===== config.mk =====
export PLATFORM = sky130hd
export DESIGN_NAME = sensor_block_average_history_flat
export DESIGN_NICKNAME = d
export VERILOG_FILES = /design/src/hdl/sba_pkg.sv /design/src/hdl/sba_chan.sv /design/src/hdl/sensor_block_average_history.sv /design/src/flat_wrapper.sv
export SDC_FILE = /design/constraint.sdc
export NUM_CORES = 2
export LEC_CHECK = 0
export ABC_AREA = 1
export BUFFER_PORTS_ARGS = -buffer_cell sky130_fd_sc_hd__buf_2
export CAP_MARGIN = 20
export CELL_PAD_IN_SITES_DETAIL_PLACEMENT = 1
export CELL_PAD_IN_SITES_GLOBAL_PLACEMENT = 1
export CORE_ASPECT_RATIO = 1.5
export CORE_MARGIN = 4
export CORE_UTILIZATION = 40
export CTS_CLUSTER_SIZE = 20
export DETAILED_ROUTE_END_ITERATION = 16
export GPL_TIMING_DRIVEN = 0
export PLACE_DENSITY_LB_ADDON = 0.1
export SETUP_SLACK_MARGIN = 0.3
export SLEW_MARGIN = 10
export SYNTH_ARGS = -nofsm -noshare
export SYNTH_HDL_FRONTEND = slang
export SYNTH_SLANG_ARGS = --single-unit
export TNS_END_PERCENT = 5

===== constraint.sdc =====
create_clock -name clk -period 8.67 [get_ports clk]
set_clock_uncertainty 0.2 [all_clocks]
set_input_delay 0.867 -clock clk [delete_from_list [all_inputs] [get_ports clk]]
set_output_delay 0.867 -clock clk [all_outputs]
set_load 0.02 [all_outputs]

===== src/hdl/sba_pkg.sv =====
`timescale 1ns / 1ps
// Package for the sensor block averager: request/result payload types,
// register indexes, fixed widths and codes. No dependencies.
package sba_pkg;

  // Fixed widths
  localparam int SAMPLE_W = 10;
  localparam int SUM_W    = 18;
  localparam int CNT_W    = 8;
  localparam int AGE_W    = 8;
  localparam int VAL_W    = 15;
  localparam int ENTRY_W  = 16;
  localparam int DIV_W    = 19;  // sum plus half the count
  localparam int DIVC_W   = 5;   // holds DIV_W
  localparam int CFG_W    = 15;
  localparam int CFG_IDX_W = 1;

  // Register indexes
  localparam logic [CFG_IDX_W-1:0] CFG_SAMPLES_PER_REPORT = 1'b0;
  localparam logic [CFG_IDX_W-1:0] CFG_INVALID_CODE       = 1'b1;

  // Reset values
  localparam logic [CNT_W-1:0]   SPR_RESET     = 8'd8;
  localparam logic [VAL_W-1:0]   INVALID_RESET = 15'h7fff;
  localparam logic [ENTRY_W-1:0] FILL_ENTRY    = 16'h7fff;

  // Request commands
  localparam logic CMD_SAMPLE = 1'b0;
  localparam logic CMD_READ   = 1'b1;

  // Result kinds
  localparam logic KIND_REPORT = 1'b0;
  localparam logic KIND_READ   = 1'b1;

  typedef struct packed {
    logic                command;
    logic [SAMPLE_W-1:0] sample;
    logic                sample_ok;
    logic                relays_on;
    logic [AGE_W-1:0]    age;
  } in_req_t;

  typedef struct packed {
    logic             kind;
    logic [VAL_W-1:0] value;
    logic             relay_flag;
    logic             no_valid;
  } out_res_t;

endpackage


===== src/hdl/sba_chan.sv =====
`timescale 1ns / 1ps
// Valid/ready channel interface carrying one payload of type T.
// Used with the payload structs of sba_pkg.
interface sba_chan #(
  parameter type T = logic
);
  logic valid;
  logic ready;
  T     data;

  modport source (output valid, output data, input ready);
  modport sink   (input valid, input data, output ready);
endinterface


===== src/hdl/sensor_block_average_history.sv =====
`timescale 1ns / 1ps
// Top level of the sensor block averager with history ring.
// Depends on sba_pkg and the sba_chan interface.
//
//  channel   dir  payload     accepted when
//  in_ch     in   in_req_t    in_ch.valid && in_ch.ready
//  out_ch    out  out_res_t   out_ch.valid && out_ch.ready
//  cfg_*     in   index/data  cfg_we high
//
// Flow: a sample inside a batch is taken in the idle state; a read passes through the
// registered ring read; a batch end goes straight to the final state with no ok sample,
// else through the one-bit-per-cycle restoring divider (19 quotient bits).
// Reset: synchronous, active low. The ring is not swept: a fill mark
// (write index plus wrapped flag) makes unwritten entries read as 0x7fff.
// Stalls: a waiting result sits in the output register while the next
// request is taken; the block holds in its final state until that slot frees.
module sensor_block_average_history
  import sba_pkg::*;
#(
  parameter int HISTORY_DEPTH = 256
) (
  input  logic                 clk,
  input  logic                 rst_n,
  sba_chan.sink                in_ch,
  sba_chan.source              out_ch,
  input  logic                 cfg_we,
  input  logic [CFG_IDX_W-1:0] cfg_index,
  input  logic [CFG_W-1:0]     cfg_wdata
);

  localparam int IW       = $clog2(HISTORY_DEPTH);
  localparam int AGE_SPAN = 1 << AGE_W;
  localparam logic [IW:0] DEPTH_X = (IW+1)'(HISTORY_DEPTH);
  localparam logic [IW-1:0] LAST_IDX = IW'(HISTORY_DEPTH - 1);

  localparam logic [1:0] ST_IDLE = 2'd0;
  localparam logic [1:0] ST_READ = 2'd1;
  localparam logic [1:0] ST_DIV  = 2'd2;
  localparam logic [1:0] ST_FIN  = 2'd3;

  // Configuration registers
  logic [CNT_W-1:0] spr_r;
  logic [VAL_W-1:0] inv_r;

  // Control and datapath registers
  logic [1:0]        state_r, state_nxt;
  logic [SUM_W-1:0]  sum_r, sum_nxt;
  logic [CNT_W-1:0]  cnt_r, cnt_nxt;
  logic [CNT_W-1:0]  rem_r, rem_nxt;
  logic [IW-1:0]     wr_idx_r, wr_idx_nxt;
  logic              wrapped_r, wrapped_nxt;
  logic              relay_r, relay_nxt;
  logic              unwr_r, unwr_nxt;
  logic [DIV_W-1:0]  dq_r, dq_nxt;
  logic [CNT_W-1:0]  dvs_r, dvs_nxt;
  logic [CNT_W-1:0]  drem_r, drem_nxt;
  logic [DIVC_W-1:0] dcnt_r, dcnt_nxt;
  logic              out_valid_r, out_valid_nxt;
  out_res_t          out_r, out_nxt;

  // Ring memory
  logic [ENTRY_W-1:0] ring [HISTORY_DEPTH];
  logic [ENTRY_W-1:0] rdata_r;
  logic               mem_we, mem_re;
  logic [IW-1:0]      rd_addr;
  logic [ENTRY_W-1:0] wr_data;

  // Age modulo ring depth, worked out at elaboration
  logic [IW-1:0] age_mod [AGE_SPAN];
  for (genvar g = 0; g < AGE_SPAN; g++) begin : g_age
    assign age_mod[g] = IW'(g % HISTORY_DEPTH);
  end

  logic              in_fire, out_free;
  logic [IW:0]       rd_diff;
  logic [SUM_W-1:0]  sum_add;
  logic [CNT_W-1:0]  cnt_add, rem_eff, rem_dec, batch_sz;
  logic [CNT_W:0]    rem_sh, rem_sub;
  logic              ge;
  logic [ENTRY_W-1:0] rd_entry;

  assign in_ch.ready  = (state_r == ST_IDLE);
  assign in_fire      = in_ch.valid && in_ch.ready;
  assign out_free     = !out_valid_r || out_ch.ready;
  assign out_ch.valid = out_valid_r;
  assign out_ch.data  = out_r;

  // Read address: one behind the write position, minus the age
  assign rd_diff = {1'b0, wr_idx_r} - (IW+1)'(1) - {1'b0, age_mod[in_ch.data.age]};
  assign rd_addr = rd_diff[IW] ? IW'(rd_diff + DEPTH_X) : rd_diff[IW-1:0];

  // Sample accumulation
  assign sum_add  = in_ch.data.sample_ok ?
                    sum_r + SUM_W'(in_ch.data.sample) : sum_r;
  assign cnt_add  = in_ch.data.sample_ok ? cnt_r + CNT_W'(1) : cnt_r;
  assign rem_eff  = (rem_r == '0) ? CNT_W'(1) : rem_r;
  assign rem_dec  = rem_eff - CNT_W'(1);
  assign batch_sz = (spr_r == '0) ? CNT_W'(1) : spr_r;

  // Divider step
  assign rem_sh  = {drem_r, dq_r[DIV_W-1]};
  assign ge      = rem_sh >= {1'b0, dvs_r};
  assign rem_sub = rem_sh - {1'b0, dvs_r};

  assign rd_entry = unwr_r ? FILL_ENTRY : rdata_r;
  assign wr_data  = {relay_r, dq_r[VAL_W-1:0]};

  // Sequencer
  always_comb begin
    state_nxt     = state_r;
    sum_nxt       = sum_r;
    cnt_nxt       = cnt_r;
    rem_nxt       = rem_r;
    wr_idx_nxt    = wr_idx_r;
    wrapped_nxt   = wrapped_r;
    relay_nxt     = relay_r;
    unwr_nxt      = unwr_r;
    dq_nxt        = dq_r;
    dvs_nxt       = dvs_r;
    drem_nxt      = drem_r;
    dcnt_nxt      = dcnt_r;
    out_valid_nxt = out_valid_r && !out_ch.ready;
    out_nxt       = out_r;
    mem_we        = 1'b0;
    mem_re        = 1'b0;
    case (state_r)
      ST_IDLE: begin
        if (in_fire) begin
          if (in_ch.data.command == CMD_READ) begin
            // issue the ring read and note whether the entry was ever written
            mem_re    = 1'b1;
            unwr_nxt  = !wrapped_r && (rd_addr >= wr_idx_r);
            state_nxt = ST_READ;
          end else if (rem_dec != '0) begin
            sum_nxt = sum_add;
            cnt_nxt = cnt_add;
            rem_nxt = rem_dec;
          end else begin
            // batch end: start the divider or report the invalid code
            relay_nxt = in_ch.data.relays_on;
            sum_nxt   = '0;
            cnt_nxt   = '0;
            rem_nxt   = batch_sz;
            if (cnt_add == '0) begin
              dq_nxt    = DIV_W'(inv_r);
              state_nxt = ST_FIN;
            end else begin
              dq_nxt    = DIV_W'(sum_add) + DIV_W'(cnt_add >> 1);
              dvs_nxt   = cnt_add;
              drem_nxt  = '0;
              dcnt_nxt  = DIVC_W'(DIV_W);
              state_nxt = ST_DIV;
            end
          end
        end
      end
      ST_READ: begin
        if (out_free) begin
          out_valid_nxt      = 1'b1;
          out_nxt.kind       = KIND_READ;
          out_nxt.value      = rd_entry[VAL_W-1:0];
          out_nxt.relay_flag = rd_entry[ENTRY_W-1];
          out_nxt.no_valid   = (rd_entry[VAL_W-1:0] == inv_r);
          state_nxt          = ST_IDLE;
        end
      end
      ST_DIV: begin
        // one quotient bit per cycle
        drem_nxt = ge ? rem_sub[CNT_W-1:0] : rem_sh[CNT_W-1:0];
        dq_nxt   = {dq_r[DIV_W-2:0], ge};
        dcnt_nxt = dcnt_r - DIVC_W'(1);
        if (dcnt_r == DIVC_W'(1)) begin
          state_nxt = ST_FIN;
        end
      end
      ST_FIN: begin
        // store the report in the ring and deliver it
        if (out_free) begin
          mem_we             = 1'b1;
          out_valid_nxt      = 1'b1;
          out_nxt.kind       = KIND_REPORT;
          out_nxt.value      = dq_r[VAL_W-1:0];
          out_nxt.relay_flag = relay_r;
          out_nxt.no_valid   = (dq_r[VAL_W-1:0] == inv_r);
          wr_idx_nxt         = (wr_idx_r == LAST_IDX) ? '0 : wr_idx_r + IW'(1);
          if (wr_idx_r == LAST_IDX) begin
            wrapped_nxt = 1'b1;
          end
          state_nxt = ST_IDLE;
        end
      end
      default: begin
        state_nxt = ST_IDLE;
      end
    endcase
  end

  // Control registers
  always_ff @(posedge clk) begin
    if (!rst_n) begin
      state_r     <= ST_IDLE;
      sum_r       <= '0;
      cnt_r       <= '0;
      rem_r       <= SPR_RESET;
      wr_idx_r    <= '0;
      wrapped_r   <= 1'b0;
      out_valid_r <= 1'b0;
      dcnt_r      <= '0;
      spr_r       <= SPR_RESET;
      inv_r       <= INVALID_RESET;
    end else begin
      state_r     <= state_nxt;
      sum_r       <= sum_nxt;
      cnt_r       <= cnt_nxt;
      rem_r       <= rem_nxt;
      wr_idx_r    <= wr_idx_nxt;
      wrapped_r   <= wrapped_nxt;
      out_valid_r <= out_valid_nxt;
      dcnt_r      <= dcnt_nxt;
      if (cfg_we && cfg_index == CFG_SAMPLES_PER_REPORT) begin
        spr_r <= cfg_wdata[CNT_W-1:0];
      end
      if (cfg_we && cfg_index == CFG_INVALID_CODE) begin
        inv_r <= cfg_wdata[VAL_W-1:0];
      end
    end
  end

  // Payload registers
  always_ff @(posedge clk) begin
    relay_r <= relay_nxt;
    unwr_r  <= unwr_nxt;
    dq_r    <= dq_nxt;
    dvs_r   <= dvs_nxt;
    drem_r  <= drem_nxt;
    out_r   <= out_nxt;
  end

  // Ring memory: one write, one registered read
  always_ff @(posedge clk) begin
    if (mem_we) begin
      ring[wr_idx_r] <= wr_data;
    end
    if (mem_re) begin
      rdata_r <= ring[rd_addr];
    end
  end

  // A stored report is the one delivered
  a_report_matches: assert property (@(posedge clk) disable iff (!rst_n)
    mem_we |=> out_valid_r && out_r.kind == KIND_REPORT &&
               out_r.value == $past(wr_data[VAL_W-1:0]) &&
               out_r.relay_flag == $past(wr_data[ENTRY_W-1]))
    else $error("ring write and report disagree");

  // The write position moves only with a ring write
  a_idx_stable: assert property (@(posedge clk) disable iff (!rst_n)
    !mem_we |=> $stable(wr_idx_r))
    else $error("write index moved without a ring write");

  // A read request answers with read data
  a_read_kind: assert property (@(posedge clk) disable iff (!rst_n)
    (state_r == ST_READ && out_free) |=> out_valid_r && out_r.kind == KIND_READ)
    else $error("read result has wrong kind");

  // After its last quotient bit the divider moves to the final state
  a_div_end: assert property (@(posedge clk) disable iff (!rst_n)
    (state_r == ST_DIV && dcnt_r == DIVC_W'(1)) |=> state_r == ST_FIN)
    else $error("divider did not finish");

endmodule


===== src/flat_wrapper.sv =====
// flat-port wrapper written by rule: the top's interface ports become plain ports
module sensor_block_average_history_flat import sba_pkg::*;
#(
  parameter int HISTORY_DEPTH = 256
)
  (clk, rst_n, cfg_we, cfg_index, cfg_wdata, in_ch_valid, in_ch_data, in_ch_ready, out_ch_valid, out_ch_data, out_ch_ready);
  sba_chan #(.T(in_req_t)) in_ch_i ();
  sba_chan #(.T(out_res_t)) out_ch_i ();
  input  logic clk;
  input  logic rst_n;
  input  logic cfg_we;
  input  logic [CFG_IDX_W-1:0] cfg_index;
  input  logic [CFG_W-1:0] cfg_wdata;
  input wire logic [$bits(in_ch_i.valid)-1:0] in_ch_valid;
  input wire logic [$bits(in_ch_i.data)-1:0] in_ch_data;
  output wire logic [$bits(in_ch_i.ready)-1:0] in_ch_ready;
  output wire logic [$bits(out_ch_i.valid)-1:0] out_ch_valid;
  output wire logic [$bits(out_ch_i.data)-1:0] out_ch_data;
  input wire logic [$bits(out_ch_i.ready)-1:0] out_ch_ready;
  assign in_ch_i.valid = in_ch_valid;
  assign in_ch_i.data = in_ch_data;
  assign in_ch_ready = in_ch_i.ready;
  assign out_ch_valid = out_ch_i.valid;
  assign out_ch_data = out_ch_i.data;
  assign out_ch_i.ready = out_ch_ready;
  sensor_block_average_history #(.HISTORY_DEPTH(HISTORY_DEPTH)) u_core (.clk(clk), .rst_n(rst_n), .in_ch(in_ch_i), .out_ch(out_ch_i), .cfg_we(cfg_we), .cfg_index(cfg_index), .cfg_wdata(cfg_wdata));
endmodule

# After elaboration in Yosys (flattened, before gate mapping)
# Memories as Yosys holds them, arrays and structs flattened. A register that Yosys moved wholly into a read port is not among the register bits.
# Index checks and enable logic that the tools add are counted.
[classes]
n_bitwise = 5
n_eq_ne = 16
reduce_logical = 27
n_mux = 47
addsub = 10
n_lt_le_gt_ge = 3
[ops]
columns = ["operator", "n"]
rows = [
  ["two-way mux 8 bit", 14],
  ["two-way mux 19 bit", 4],
  ["two-way mux 18 bit", 4],
  ["case mux 19 bit (2 select lines)", 1],
  ["case mux 18 bit (2 select lines)", 1],
  ["== test 15 bit", 2],
  ["adder 8 x 1 -> 8 bit (second input constant)", 3],
  ["logical NOT 8 bit", 3],
  ["two-way mux 5 bit", 4],
  ["adder 18 x 7 -> 19 bit", 1],
  ["adder 18 x 10 -> 18 bit", 1],
  ["two-way mux 16 bit", 1],
  ["case mux 8 bit (2 select lines)", 1],
  ["AND reduction 3 bit", 4],
  ["AND reduction 4 bit", 3],
  ["two-way mux 1 bit", 10],
  ["two-way mux 2 bit", 5],
  ["case mux 5 bit (2 select lines)", 1],
  ["AND reduction 5 bit", 2],
  [">= comparator 9 x 8 -> 1 bit", 1],
  [">= comparator 9 bit (second input constant)", 1],
  ["NOT 8 -> 9 bit", 1],
  ["subtractor 8 x 1 -> 9 bit (second input constant)", 1],
  ["subtractor 9 x 8 -> 9 bit", 1],
  ["other kinds (21)", 38],
]
[totals]
ram_bits = 4096
in_bits = 42
wordCells = 129
mem_bits_ro = 2048
memories = 2
ff_bits = 129
[mem_list]
columns = ["name", "depth", "word_bits", "read_ports", "rd_ports_with_merged_regs", "wr", "line_no", "source"]
rows = [
  ["u_core.ring", 256, 16, 1, 1, 1, "sensor_block_average_history.sv:62", "logic [ENTRY_W-1:0] ring [HISTORY_DEPTH];"],
  ["(name not given)", 256, 8, 1, 0, 0, "sensor_block_average_history.sv:89", "assign rd_diff = {1'b0, wr_idx_r} - (IW+1)'(1) - {1'b0, age_mod[in_ch.data.age]};"],
]

# Longest topological paths before layout
[logic_depth]
ltp_word = 9
mapped_depth = 22
ltp_nobuf = 22

# Least setup slack after synthesis
# Ideal clock, no wire load.
[synth_timing]
kind = "register -> register"
from = "register u_core.dq_r[1]"
to = "register u_core.out_r (netlist bit u_core.out_ch.data[0]) (data pin)"
period_less_slack_ps = 4979
arrival_time_ps = 4640
setup_time_ps = 139
stages_incl_launch_ff = 6
slack_ps = 3691
cell_sequence = "edfxtp_1 -> o21ai_0 -> xor2_1 -> nor4_1 -> nand4_1 -> nor2_1"
[synth_lines]
columns = ["item", "line_no", "source"]
rows = [
  ["from (decl)", "sensor_block_average_history.sv:54", "logic [DIV_W-1:0] dq_r, dq_nxt;"],
  ["from (signal assigned)", "sensor_block_average_history.sv:233", "dq_r <= dq_nxt;"],
  ["to (signal assigned)", "sensor_block_average_history.sv:236", "out_r <= out_nxt;"],
  ["to (decl)", "sensor_block_average_history.sv:59", "out_res_t out_r, out_nxt;"],
]

# Worst setup path after layout
[layout_timing]
from = "register u_core.wr_idx_r[0]"
to = "register u_core.rdata_r[2] (read register of u_core.ring) (data pin)"
[layout_via]
elab_chain_len = 4
[layout_rtl]
columns = ["item", "line_no", "source"]
rows = [
  ["from (decl)", "sensor_block_average_history.sv:50", "logic [IW-1:0] wr_idx_r, wr_idx_nxt;"],
  ["from (signal assigned)", "sensor_block_average_history.sv:216", "wr_idx_r <= wr_idx_nxt;"],
  ["subtractor 8 x 1 -> 9 bit (*)", "sensor_block_average_history.sv:89", ""],
  ["subtractor 9 x 8 -> 9 bit (*)", "sensor_block_average_history.sv:89", ""],
  ["adder 8 x 1 -> 8 bit", "sensor_block_average_history.sv:90", "assign rd_addr = rd_diff[IW] ? IW'(rd_diff + DEPTH_X) : rd_diff[IW-1:0];"],
  ["two-way mux 8 bit (*)", "sensor_block_average_history.sv:90", ""],
  ["to (decl)", "sensor_block_average_history.sv:63", "logic [ENTRY_W-1:0] rdata_r;"],
]
# Mark *: on every way between the ends. The rest lies on a longest branch, timed or not.
# A chain may end at the register's enable or synchronous reset.

==> impl_results.md <==
- Outcome: finished, final reports clean
- Final cell count without fillers: 21530
- Total number of vias: 125600
- DIE AREA: 0.4414 mm²
- Total Routed Length: 765.2 mm
- Reg2Reg Depth: 16
- Synth cell types: 47
- Post-route minimum period: 7.313 ns
- Hold Path Depth: 4
- Top Ports: 62
- Layout area overhead: 18.14%
- Top FF cell, synth: edfxtp_1
- Reg-to-reg startpoint: u_core.wr_idx_r[0]
- Tot GR Track Use: 0.3395
- RSZ-0062 raised after global routing: no
- Antenna Nets Post-Route: 0
- Multi-input logic area: 0.04180 mm²
- Worst skew pair latency: 1.05 ns
- Register-to-Register Setup Slack: 1.36 ns
- Number of enable flip-flop cells after synthesis: 4167
- Syn avg cell area: 11.86 µm²
- Hold Startpoint: out_ch_ready
- CTS Buf Count: 413
- Met1 WL: 265.4 mm
- Die X: 543.8 µm
- CTS sink count: 4241
- Post-CTS setup buffers: 0
- Initial core utilization: 0.4023
- First-pass GRT wire length: 1030 mm
- Final hold vios: 0
- Fin nets: 15630
- Layout cells sized above 1: 0.1110
- Dpl cells: 20730
- Largest net degree at the start of global routing: 26
- I/O Buffers: 61
- Post-synth ARST share: 0
- Mapped Area: 0.1723 mm²
- Wirelength per Cell: 35.54 µm
- Via density: 5.833
- Data required time at the worst endpoint: 9.09 ns
- Leak Pwr: 68.50 nW
- Detail Route met2 WL: 369.4 mm
- Most frequent cells in the layout: edfxtp_1 (4167), nor2_1 (2540), nand2_1 (2424)
- Reg-to-reg endpoint: u_core.rdata_r[2]
- Clock slew at reported path FFs: 0.06 ns
- Max-Cap Viols: 0
- Critical-path maximum fanout: 10
- Final period utilization: 0.8434
- Pins Over Slew Limit: 0
- Least-Margin Pin Slew: 1.353 ns
- Vias in the first global route: 125900
- CTS root buffer: clkbuf_16
- CTS tree: done
- Pwr/cell area: 272.0 mW/mm²
- Initial antenna violation count: 67
- Startpoint types: flip-flop
- Net count after synthesis: 14620
- Seq cells post-synth: 4241
- Warnings, synthesis: 0
- Total of fill cells in the finished design: 44610
- Worst Setup SP: u_core.wr_idx_r[0]
- Post-DP HPWL: 581.5 mm
- Gpl congestion: 1.028
- H-Tree Depth: 5
- Tot Pwr: 55.35 mW
- FP Rows: 294
- Critical Path Sink Type: flip-flop
- Final core occ: 0.4753
- Fin Setup TNS: 0 ns
- Max_slew headroom: 0.09800
- CP Data Arrival Time: 7.74 ns
- Seq/Total Area, Yosys: 0.7350
- Core area: 0.4282 mm²
- Top routing layer used: met5
- Bufs on Longest Clock Path: 4
- Crit path capture: u_core.rdata_r[2]
- Met3 routed WL: 51.74 mm
- 1st-pass router iterations: 6
- Grt total ovfl: 0
- Final Setup Violations: 0
- Post-CTS Resized: 0
- Chip Height: 811.7 µm
- Reg area: 0.1266 mm²
- CP Class: reg -> reg
- Max Fclk: 136.8 MHz
- Worst min path class: in -> reg
- Max rail drop VDD: 172.0 µV
- Commonest non-fill, non-tap cell in the layout: edfxtp_1
- DR DRC count: 0
- Mapped Cells: 14520
- Detailed Route Iter0 Violations: 13630
-- per-layer routing --
layer,up-vias,GRT usage
li1,54000,-
met3,1769,0.05315
met5,-,0
met1,64190,0.3816
met2,5623,0.5689
met4,22,0.2816
-- worst min-delay path by stage --
stage	end	slack (ns)
6_report	u_core.out_ch.valid	0.08
5_1_grt	u_core.sum_r[17]	0.07
4_1_cts	u_core.out_ch.valid	0.01
3_5_place_dp	u_core.sum_r[17]	0.26
3_3_place_gp	u_core.wrapped_r	0.24
2_1_floorplan	u_core.spr_r[0]	0.23
-- state kept, by name (all words and copies together) (netlist names), 2 cells and up --
| register | flops |
|---|---|
| u_core.cnt_r | 8 |
| u_core.dcnt_r | 5 |
| u_core.dq_r | 19 |
| u_core.drem_r | 8 |
| u_core.dvs_r | 8 |
| u_core.inv_r | 15 |
| u_core.out_ch.data | 18 |
| u_core.rdata_r | 16 |
| u_core.rem_r | 8 |
| u_core.ring | 4096 |
| u_core.spr_r | 8 |
| u_core.state_r | 2 |
| u_core.sum_r | 18 |
| u_core.wr_idx_r | 8 |
-- area by class of cell --
class | instances | share of cell area
clock buffer | 505 | 0.05321
sequential | 4241 | 0.6222
tap | 5624 | 0.03458
timing repair buffer | 602 | 0.04940
buffer | 962 | 0.02005
antenna | 36 | 0.0004427
inverter | 178 | 0.003289
multi-input combinational | 9139 | 0.2054
clock inverter | 247 | 0.01148
-- cells by family after synthesis --
| logic type | share of synthesized area |
|---|---|
| AO/OA/AOI/OAI | 0.1062 |
| XOR/XNOR | 0.002128 |
| adder cells (fa/ha/maj) | 0.004024 |
| buffers and inverters | 0.02730 |
| flip-flops | 0.7350 |
| AND/OR/NAND/NOR | 0.1253 |
-- cells in the mapped netlist (3+ instances only) --
cell / n / share of area
buf_1: 102 / 0.0022
buf_6: 3 / 0.00020
o21ai_1: 166 / 0.0048
clkbuf_1: 578 / 0.013
clkinv_1: 5 / 0.00011
nand3_1: 337 / 0.0098
nand4_1: 9 / 0.00033
nand3b_1: 4 / 0.00017
nor4_1: 6 / 0.00022
a31oi_1: 6 / 0.00022
o211ai_1: 72 / 0.0031
ha_1: 49 / 0.0036
nor3_1: 10 / 0.00029
o21bai_1: 3 / 0.00013
edfxtp_1: 4167 / 0.73
inv_2: 6 / 0.00013
o21ai_0: 2325 / 0.068
fa_1: 4 / 0.00046
or2_2: 10 / 0.00036
xnor2_1: 20 / 0.0010
xor2_1: 20 / 0.0010
dfxtp_1: 74 / 0.0086
nand2_1: 2424 / 0.053
buf_2: 257 / 0.0075
a21oi_1: 178 / 0.0052
o22ai_1: 679 / 0.025
inv_1: 166 / 0.0036
buf_4: 20 / 0.00087
nor2_1: 2796 / 0.061
-- repair_timing --
action / 4_1_cts / 5_1_grt
hold buffers: 18 / 0
setup endpoints to repair: 0 / 0
hold endpoints to repair: 24 / 0
-- report_power, final --
group	switching [mW]	internal, mW	total [mW]	leakage [nW]
clock	8.16	10.1	18.2	6.43
combinational	10.6	3.20	13.8	24.0
sequential	0.106	23.2	23.3	38.0
total	18.8	36.5	55.4	68.5
-- worst max-delay path: stages, from the launching register on --
cell and delay (ns):
dfxtp_1 0.50, ha_1 0.23, inv_1 0.06, fa_1 0.47, buf_2 0.47, clkinv_1 0.77, buf_2 0.60, buf_2 0.38
clkbuf_1 0.32, o21ai_0 0.16, o22ai_1 0.16, nand2_1 0.53, a21oi_1 0.23, o211ai_1 1.07, nand2_1 0.21, nand3_1 0.12
nand2_1 0.36
-- per-stage QoR --
stage	instance area [µm²]	worst slack [ns]	hold WS, ns
after floorplan	172300	3.691	0.2291
after global routing	203400	1.464	0.07454
after CTS	203400	1.826	0.01263
after global placement	179600	-4.213	0.2401
after detailed placement	190000	1.161	0.2572
final	203500	1.357	0.07707
(Power assumes the default switching activity.)
